<file path="src/design/rrc_pkg.sv">
// Shared types and constants of the rectangle raster canvas.
package rrc_pkg;

    // Default geometry of the canvas store and the coordinate format.
    localparam int DEF_MAX_WIDTH  = 512;
    localparam int DEF_MAX_HEIGHT = 512;
    localparam int DEF_FRAC_BITS  = 8;

    // Fixed field widths.
    localparam int CFG_DW   = 10;
    localparam int SIZE_W   = 11;
    localparam int COORD_W  = 19;
    localparam int LEN_W    = 18;
    localparam int CHAR_W   = 8;
    localparam int RD_POS_W = 9;

    // Item kinds.
    localparam logic [1:0] KIND_CLEAR = 2'd0;
    localparam logic [1:0] KIND_DRAW  = 2'd1;
    localparam logic [1:0] KIND_READ  = 2'd2;

    // Configuration register indexes.
    localparam logic [1:0] CFG_CANVAS_WIDTH  = 2'd0;
    localparam logic [1:0] CFG_CANVAS_HEIGHT = 2'd1;
    localparam logic [1:0] CFG_BACKGROUND    = 2'd2;

    // Reset values of the configuration registers.
    localparam logic [CFG_DW-1:0] RST_CANVAS_SIZE = 10'd300;
    localparam logic [CHAR_W-1:0] RST_BACKGROUND  = 8'd32;

    // Sequencer states.
    typedef enum logic [2:0] {
        S_IDLE,
        S_ROW,
        S_COL,
        S_READ,
        S_RESULT
    } t_state;

    // Result of testing one pixel coordinate against one rectangle span.
    typedef struct packed {
        logic covered;
        logic edge_band;
    } t_span;

endpackage

</file>
<file path="src/design/rrc_span_unit.sv">
// Shared span test: places one pixel coordinate against a rectangle span on one axis.
module rrc_span_unit
    import rrc_pkg::*;
#(
    parameter int PW        = 9,
    parameter int FRAC_BITS = DEF_FRAC_BITS
) (
    input  logic [PW-1:0]             i_pos,
    input  logic signed [COORD_W-1:0] i_org,
    input  logic [LEN_W-1:0]          i_len,
    output t_span                     o_span
);

    localparam int PVW = PW + FRAC_BITS;
    localparam int DW  = ((PVW > COORD_W) ? PVW : COORD_W) + 2;
    localparam logic signed [DW-1:0] UNIT = DW'(1) << FRAC_BITS;

    logic signed [DW-1:0] pos_v;
    logic signed [DW-1:0] org_v;
    logic signed [DW-1:0] len_v;
    logic signed [DW-1:0] diff;
    logic signed [DW-1:0] rem;

    // Offset of the pixel from the rectangle origin, and its distance to the far edge.
    always_comb begin
        pos_v = $signed(DW'(i_pos)) <<< FRAC_BITS;
        org_v = DW'(i_org);
        len_v = $signed(DW'(i_len));
        diff  = pos_v - org_v;
        rem   = len_v - diff;
        o_span.covered   = !diff[DW-1] && (diff <= len_v);
        o_span.edge_band = (diff < UNIT) || (rem < UNIT);
    end

endmodule

</file>
<file path="config.mk">
export PLATFORM = sky130hd
export DESIGN_NAME = rrc_span_unit
export DESIGN_NICKNAME = d
export VERILOG_FILES = /design/src/design/rrc_pkg.sv /design/src/design/rrc_span_unit.sv
export SDC_FILE = /design/constraint.sdc
export NUM_CORES = 1
export LEC_CHECK = 0
export ABC_CLOCK_PERIOD_IN_PS = 5650
export BUFFER_PORTS_ARGS = -buffer_cell sky130_fd_sc_hd__clkbuf_2
export CORE_UTILIZATION = 45
export DETAILED_ROUTE_END_ITERATION = 8
export PLACE_DENSITY = 0.73
export SETUP_SLACK_MARGIN = 0.05
export SYNTH_ARGS = -nofsm -noshare
export SYNTH_HDL_FRONTEND = slang
export SYNTH_SLANG_ARGS = --single-unit
</file>
<file path="constraint.sdc">
create_clock -name vclk -period 5.65
set_input_delay 1.13 -clock vclk [all_inputs]
set_output_delay 1.13 -clock vclk [all_outputs]
set_load 0.005 [all_outputs]
</file>
==> results.py, run 1 <==
metrics = {
    "route": {
        "via_per_inst": 5.50,
        "final_antenna_net_count": 0,
        "drtPass1Iterations": 4,
        "wl_per_cell_microns": 12.1,
        "drt_iter0_markers": 89,
        "drt_drc_violations_left": 0,
        "postRouteWirelength_mm": 3.99,
        "via_count": 1814,
    },
    "yosys": {
        "synth_top_area_share_pct": 18.6,
        "yosysUniqueCellTypes": 51,
        "ys_warn_count": 0,
        "synth.most_common_cell": "ha_1",
        "syn_area_sq_um": 1480,
        "avgSynthCellArea_sq_um": 7.07,
        "synth_top_area_cell": "ha_1",
        "synth_fp_nets": 277,
        "syn-instance-count": 209,
        "netlist_top_cells_area": "ha_1 19%, xor2_1 6.5%, inv_1 5.1%, a21oi_1 4.7%, nand2_1 4.1%",
        "synth_common_cells": "22 x ha_1, 20 x inv_1, 16 x nand2_1",
        "yosysSeqAreaShare_pct": 0,
    },
    "timing": {
        "period_share_pct": 101,
        "report.final.slew_viol_count": 0,
        "slew_headroom_pct": 51.9,
        "worst_slack_ps": -66.5,
        "hold_viol": 0,
        "setup_violations": 2,
        "max_freq_mhz": 175,
        "worst_pin_slew_ps": 716,
        "fin_crit_ps": 5720,
        "rsz0062_at_grt": "yes",
    },
    "floorplan": {
        "die_w_microns": 59.3,
        "die_area_sq_um": 3520,
        "ios": 48,
        "coreArea_sq_um": 3080,
        "fp.dieH_microns": 59.3,
        "fp-row-count": 20,
        "initial_core_util_pct": 48.0,
    },
    "grt": {
        "grt_max_degree": 10,
        "grt_first_pass_wirelength_mm": 6.48,
        "overflow": 0,
        "first_global_vias": 1553,
        "antenna_found_initial": 0,
        "track_usage_pct": 22.7,
    },
    "setup_path": {
        "crit_fanout": 2,
        "path_class": "input pin to output port",
        "required_ps": 4520,
        "cp.arrival_ps": 4590,
        "start_kind": "input pin",
        "cp-end-kind": "output port",
    },
    "flow_run": {
        "cap_violations": 0,
    },
    "layout": {
        "design.seq.count": 0,
        "drive_above_1_share_pct": 36.4,
        "n_fill_cell": 286,
        "multiInputGateArea_sq_um": 1470,
        "final-seq-area_sq_um": 0,
        "layout.cells.non_filler": 330,
        "nClkBuffers": 0,
        "fin_nets": 356,
        "area_growth_pct": 42.3,
        "antennaDiodeCount": 0,
    },
    "power_and_ir_drop": {
        "peakVddDrop_uv": 55.0,
        "p_leak_uw": 0.00105,
        "p_per_area_nw_per_um2": 127,
    },
    "place": {
        "place_ws_ps": -268,
        "gp_congestion": 0.881,
        "dpl.hpwl_mm": 3.35,
        "dp_cells": 327,
        "portBuffers": 48,
    },
    "outcome": {
        "status": "finished with violations",
        "violations": "setup timing",
    },
    "clock_tree": {
        "cts_hold_buf": 0,
    },
    "hold_path": {
        "hold_path.class": "input pin to output port",
    },
}
## cells by family (layout without fill, tap and decap cells)
group           count (synthesis)  after routing  synth area share [%]
compound gates                 61             61                  29.0
xor+xnor                       18             18                  13.5
simple gates                   82             82                  30.8
buf+inv                        23            100                  5.84
mux                             1              1                 0.677
fa+ha+maj                      24             24                  20.2
## power by group
group          switching (uW)  internal, uW  leakage (uW)  total [uW]
sequential                  0             0             0           0
combinational             132           134       0.00105         266
clock                       0             0             0           0
total                     132           134       0.00105         266
## what timing repair did
item / in CTS / in global routing
setup endpoints to repair: 2 / 2
pin swaps: 8 / 15
hold endpoints to repair: 0 / 0
buffers inserted: 1 / 2
resized for setup: 9 / 14
## layout by cell type (no fill, tap or decap), types with 3 or more instances in the layout
cell type and count:
a211oi_1 4, a21o_1 5, a21oi_1 12, a31oi_1 4, and2_1 3, buf_4 32
clkbuf_2 45, ha_1 19, ha_4 3, inv_1 17, nand2_1 16, nand2b_1 5
nand3_1 8, nand4_1 8, nor2_1 15, nor3_1 7, nor4_2 3, o211ai_1 5
o21ai_0 6, o31ai_1 3, or4_1 3, xnor2_1 3, xor2_1 11
## worst max-delay path, stage by stage
cell       delay (ps)
clkbuf_2           90
or4_1             570
buf_4             170
nor2_1            140
xor2_1            210
ha_1              270
nand2_1            60
o21ai_0           130
o211ai_1          170
a22oi_2           140
a2111oi_2         370
o22ai_1           150
a41o_1            250
a41o_1            220
maj3_2            300
nor2b_4           120
clkbuf_2          110
## stage by stage
step	cell area, sq um	setup TNS, ps	power (uW)	hold WS, ps	util [%]
after CTS	2020	-148	251	2690	65.7
after global placement	1980	-142	235	2670	64.3
final	2100	-92.3	266	2690	68.3
after floorplan	1480	0	157	2450	-
after detailed placement	1980	-362	240	2690	64.3
after global routing	2100	-468	293	2720	68.3
## worst paths after layout
check / startpoint / end / slack (ps) / cells after the start
worst min-delay path: i_org[18] / o_span[1] / 2690 / 4
worst max-delay path: i_org[3] / o_span[1] / -70 / 17
## per-layer routing
metal	up-vias	part of all wire [%]	GRT usage (%)
met5	-	0	0
met3	4	3.7	0.873
met1	808	50	32.7
li1	957	-	-
met2	45	46	38.4
met4	0	0.35	2.72
## layout make-up
class | count | share of cell area, %
inverters | 20 | 3.69
multi-input cells | 186 | 69.8
well taps | 44 | 2.62
repair buffers | 80 | 23.9
No activity file was read; power rests on OpenSTA's default activity.
==> run 2, diff against run 1 <==
- MAX_ROUTING_LAYER: not set -> met4
- SKIP_LAST_GASP: not set -> 1
==> run 2 against run 1 <==
Effect of this change: the flow still finishes with violations (setup timing); combinational power about the same; wire length up 0.23%; highest routed layer unchanged; maximum frequency down 0.18%; critical path depth unchanged; non-clock buffer count unchanged; via count up 0.11%; cell count unchanged; critical endpoint unchanged; sequential share of layout area unchanged; sequential cell count unchanged; core utilization unchanged.
==> results.py, run 2 (synthesized netlist as in run 1, its figures left out) <==
metrics = {
    "floorplan": {
        "fp-row-count": 20,
        "coreArea_sq_um": 3080,
        "ios": 48,
        "die_area_sq_um": 3520,
        "fp.dieH_microns": 59.3,
        "die_w_microns": 59.3,
        "initial_core_util_pct": 48.0,
    },
    "timing": {
        "hold_viol": 0,
        "rsz0062_at_grt": "yes",
        "slew_headroom_pct": 53.0,
        "report.final.slew_viol_count": 0,
        "worst_slack_ps": -77.0,
        "fin_crit_ps": 5730,
        "worst_pin_slew_ps": 701,
        "max_freq_mhz": 175,
        "whs_ps": 2690,
        "period_share_pct": 101,
        "setup_violations": 2,
    },
    "setup_path": {
        "crit_fanout": 2,
        "max_stage_delay_ps": 570,
        "path_buf_inv": 3,
        "crit_family": "compound AO/OA/AOI/OAI gates",
        "start_kind": "input pin",
        "path_class": "input pin to output port",
        "required_ps": 4520,
        "cp-end-kind": "output port",
        "slowest_stage": "or4_1",
        "crit_chain": "clkbuf_2, or4_1, buf_4, nor2_1, xor2_1, ha_1, nand2_1, o21ai_0, o211ai_1, a22oi_2, a2111oi_2, o22ai_1, a41o_1, a41o_1, maj3_2, nor2b_4, clkbuf_2",
        "cp.arrival_ps": 4600,
    },
    "grt": {
        "grt_max_degree": 10,
        "overflow": 0,
        "grt_first_pass_wirelength_mm": 6.48,
        "first_global_vias": 1555,
        "track_usage_pct": 23.4,
        "antenna_found_initial": 0,
    },
    "layout": {
        "final_cell_mix": "45 x clkbuf_2, 32 x buf_4, 19 x ha_1, 17 x inv_1, 16 x nand2_1",
        "n_fill_cell": 286,
        "drive_above_1_share_pct": 36.4,
        "nClkBuffers": 0,
        "final-seq-area_sq_um": 0,
        "antennaDiodeCount": 0,
        "postLayoutCoreUtil_pct": 68.3,
        "fin_nets": 356,
        "layout_commonest_cell": "clkbuf_2",
        "area_growth_pct": 42.3,
        "design.seq.count": 0,
    },
    "route": {
        "drt_drc_violations_left": 0,
        "drt_iter0_markers": 87,
        "drtPass1Iterations": 4,
        "postRouteWirelength_mm": 4.00,
        "via_per_inst": 5.50,
        "final_antenna_net_count": 0,
        "wl_per_cell_microns": 12.1,
        "via_count": 1816,
    },
    "place": {
        "dpl.hpwl_mm": 3.35,
        "gp_congestion": 0.896,
        "portBuffers": 48,
        "place_ws_ps": -268,
    },
    "power_and_ir_drop": {
        "peakVddDrop_uv": 55.0,
        "p_per_area_nw_per_um2": 127,
        "p_leak_uw": 0.00105,
    },
    "hold_path": {
        "holdPathEnd": "o_span[1]",
        "hold_path_depth": 4,
        "hold_path.class": "input pin to output port",
        "hp-start": "i_org[18]",
    },
    "outcome": {
        "violations": "setup timing",
        "status": "finished with violations",
    },
    "clock_tree": {
        "cts_hold_buf": 0,
    },
    "flow_run": {
        "cap_violations": 0,
    },
}
run 2: per-layer routing:
layer	global-route usage [%]	part of all wire (%)	vias up
li1	-	-	957
met1	32.7	50	808
met2	38.4	46	45
met3	0.873	3.7	6
met4	2.72	0.50	0
met5	-	0	-
run 2: final cells by class:
type,count,area (sq um),share of cell area (%)
inverter,20,77.6,3.69
multi-input combinational,186,1470,69.8
tap,44,55.1,2.62
timing repair buffer,80,503,23.9
run 2: what timing repair did:
action,in CTS,in global routing
setup endpoints to repair,2,2
pin swaps,8,15
buffers inserted,1,2
gates resized for setup,9,14
run 2: report_power, final:
group / internal, uW / total, uW / leakage (uW) / switching [uW]
logic: 134 / 266 / 0.00105 / 132
registers: 0 / 0 / 0 / 0
clock network: 0 / 0 / 0 / 0
run 2: stage by stage:
stage          total power, uW  area (sq um)  TNS, ps  instances
6_report                   266          2100     -112        330
5_1_grt                    293          2100     -468        330
4_1_cts                    251          2020     -148        328
3_5_place_dp               240          1980     -362        327
3_3_place_gp               235          1980     -142        327
2_1_floorplan              157          1480        0        209
run 2: worst max-delay path by stage:
stage / start / to / depth (start not counted)
after detailed placement: i_org[0] / o_span[1] / 19
after CTS: i_org[8] / o_span[1] / 19
final: i_org[3] / o_span[1] / 17
after global routing: i_org[3] / o_span[1] / 16
after floorplan: i_org[8] / o_span[1] / 17
after global placement: i_org[0] / o_span[1] / 19
==> run 3, diff against run 2 <==
- CORE_UTILIZATION: 45 -> 49
- PLACE_DENSITY: 0.73 -> 0.79
==> run 3 against run 2 <==
Effect of this change: the flow finishes with violations (DRC, setup timing); cell count down 1.2%; largest cell class unchanged; combinational power up 12%; count of clock-buffer cells in the layout unchanged.
==> results.py, run 3 (synthesized netlist as in run 1, its figures left out) <==
metrics = {
    "timing": {
        "fin_crit_ps": 5900,
        "worst_pin_slew_ps": 768,
        "hold_viol": 0,
        "setup_violations": 2,
        "rsz0062_at_grt": "yes",
        "period_share_pct": 104,
        "worst_slack_ps": -254,
        "max_freq_mhz": 169,
        "tns_ps": -507,
        "slew_headroom_pct": 48.5,
        "report.final.slew_viol_count": 0,
        "whs_ps": 2690,
    },
    "route": {
        "wl_per_cell_microns": 15.4,
        "via_count": 1979,
        "drtPass1Iterations": 8,
        "via_per_inst": 6.07,
        "drt_iter0_markers": 162,
        "final_antenna_net_count": 0,
        "postRouteWirelength_mm": 5.01,
        "drt_drc_violations_left": 2,
    },
    "setup_path": {
        "max_stage_delay_ps": 520,
        "crit_chain": "buf_6, inv_4, ha_4, or4bb_4, o21bai_1, a21o_1, a21o_1, a21oi_2, xor2_1, ha_1, nand2_1, a21oi_2, buf_4, buf_4, a211oi_2, a21oi_1, a211oi_1, o211ai_1, o211ai_1, a31o_2, clkbuf_2",
        "start_kind": "input pin",
        "slowest_stage": "or4bb_4",
        "required_ps": 4520,
        "path_depth": 21,
        "crit_family": "compound AO/OA/AOI/OAI gates",
        "crit_fanout": 3,
        "path_class": "input pin to output port",
        "cp-end-kind": "output port",
        "path_buf_inv": 5,
        "cp.arrival_ps": 4770,
    },
    "power_and_ir_drop": {
        "p_leak_uw": 0.00110,
        "internal_power_uw": 147,
        "p_clk_share_pct": 0,
        "comb_power_share_pct": 100.0,
        "pwr-share-seq_pct": 0,
        "power_switching_share_pct": 50.7,
        "netSwitchingPower_uw": 151,
        "peakVddDrop_uv": 77.9,
        "p_per_area_nw_per_um2": 137,
    },
    "layout": {
        "final_cell_mix": "44 x clkbuf_2, 41 x buf_4, 19 x ha_1, 17 x inv_1, 16 x nand2_1",
        "design.seq.count": 0,
        "drive_above_1_share_pct": 38.6,
        "fin_nets": 365,
        "final-seq-area_sq_um": 0,
        "nClkBuffers": 0,
        "area_growth_pct": 47.2,
        "n_fill_cell": 194,
        "layout_commonest_cell": "clkbuf_2",
        "antennaDiodeCount": 0,
    },
    "grt": {
        "antenna_found_initial": 0,
        "grt_first_pass_wirelength_mm": 6.91,
        "grt_max_degree": 10,
        "track_usage_pct": 26.4,
        "overflow": 0,
        "first_global_vias": 1688,
    },
    "floorplan": {
        "ios": 48,
        "die_area_sq_um": 3240,
        "die_w_microns": 56.9,
        "initial_core_util_pct": 52.7,
        "fp-row-count": 19,
        "fp.dieH_microns": 56.9,
        "coreArea_sq_um": 2810,
    },
    "place": {
        "gp_congestion": 0.914,
        "dpl.hpwl_mm": 3.39,
        "portBuffers": 48,
    },
    "clock_tree": {
        "cts_hold_buf": 0,
    },
    "outcome": {
        "status": "finished with violations",
        "violations": "DRC, setup timing",
    },
    "hold_path": {
        "hold_path.class": "input pin to output port",
        "hold_path_depth": 4,
    },
    "flow_run": {
        "cap_violations": 0,
    },
}
[run 3: final cells by class]
cell class	instances	area, sq um	area share [%]
multi-input cells	186	1480	68.2
repair buffers	89	573	26.4
inverters	20	80.1	3.68
well taps	31	38.8	1.78
[run 3: power groups by stage]
stage	logic [uW]	registers, uW	clock network [uW]
after floorplan	157	0	0
after global placement	236	0	0
after detailed placement	242	0	0
after CTS	259	0	0
after global routing	320	0	0
final	298	0	0
[run 3: worst paths after layout]
| path | start | to | slack (ps) |
|---|---|---|---|
| setup / recovery | i_org[1] | o_span[0] | -250 |
| hold / removal | i_len[17] | o_span[0] | 2690 |
[run 3: timing repair]
| action | in CTS | in global routing |
|---|---|---|
| cloned | 0 | 0 |
| pin swaps | 17 | 14 |
| gates resized for setup | 7 | 21 |
| endpoints found under the setup margin | 2 | 2 |
| buffers inserted | 6 | 3 |
[run 3: metrics by stage]
step | cell area, sq um | cells | worst slack (ps) | utilization, % | power, uW
finish | 2170 | 326 | -254 | 77.5 | 298
global route | 2170 | 326 | -399 | 77.5 | 320
CTS | 2060 | 323 | -141 | 73.5 | 259
detailed placement | 1990 | 317 | -292 | 70.8 | 242
global placement | 1990 | 317 | -125 | 70.8 | 236
floorplan | 1480 | 209 | 133 | - | 157
[run 3: layer usage]
layer | part of all wire, % | GRT usage [%] | vias up
li1 | - | - | 979
met1 | 45 | 37.0 | 927
met2 | 49 | 43.0 | 67
met3 | 4.8 | 0.922 | 6
met4 | 1.1 | 3.83 | 0
met5 | 0 | - | -
[run 3: tightest hold or removal path, stage by stage]
cell,delay [ps]
clkbuf_2,110
nand3_1,70
a31o_2,150
clkbuf_2,100
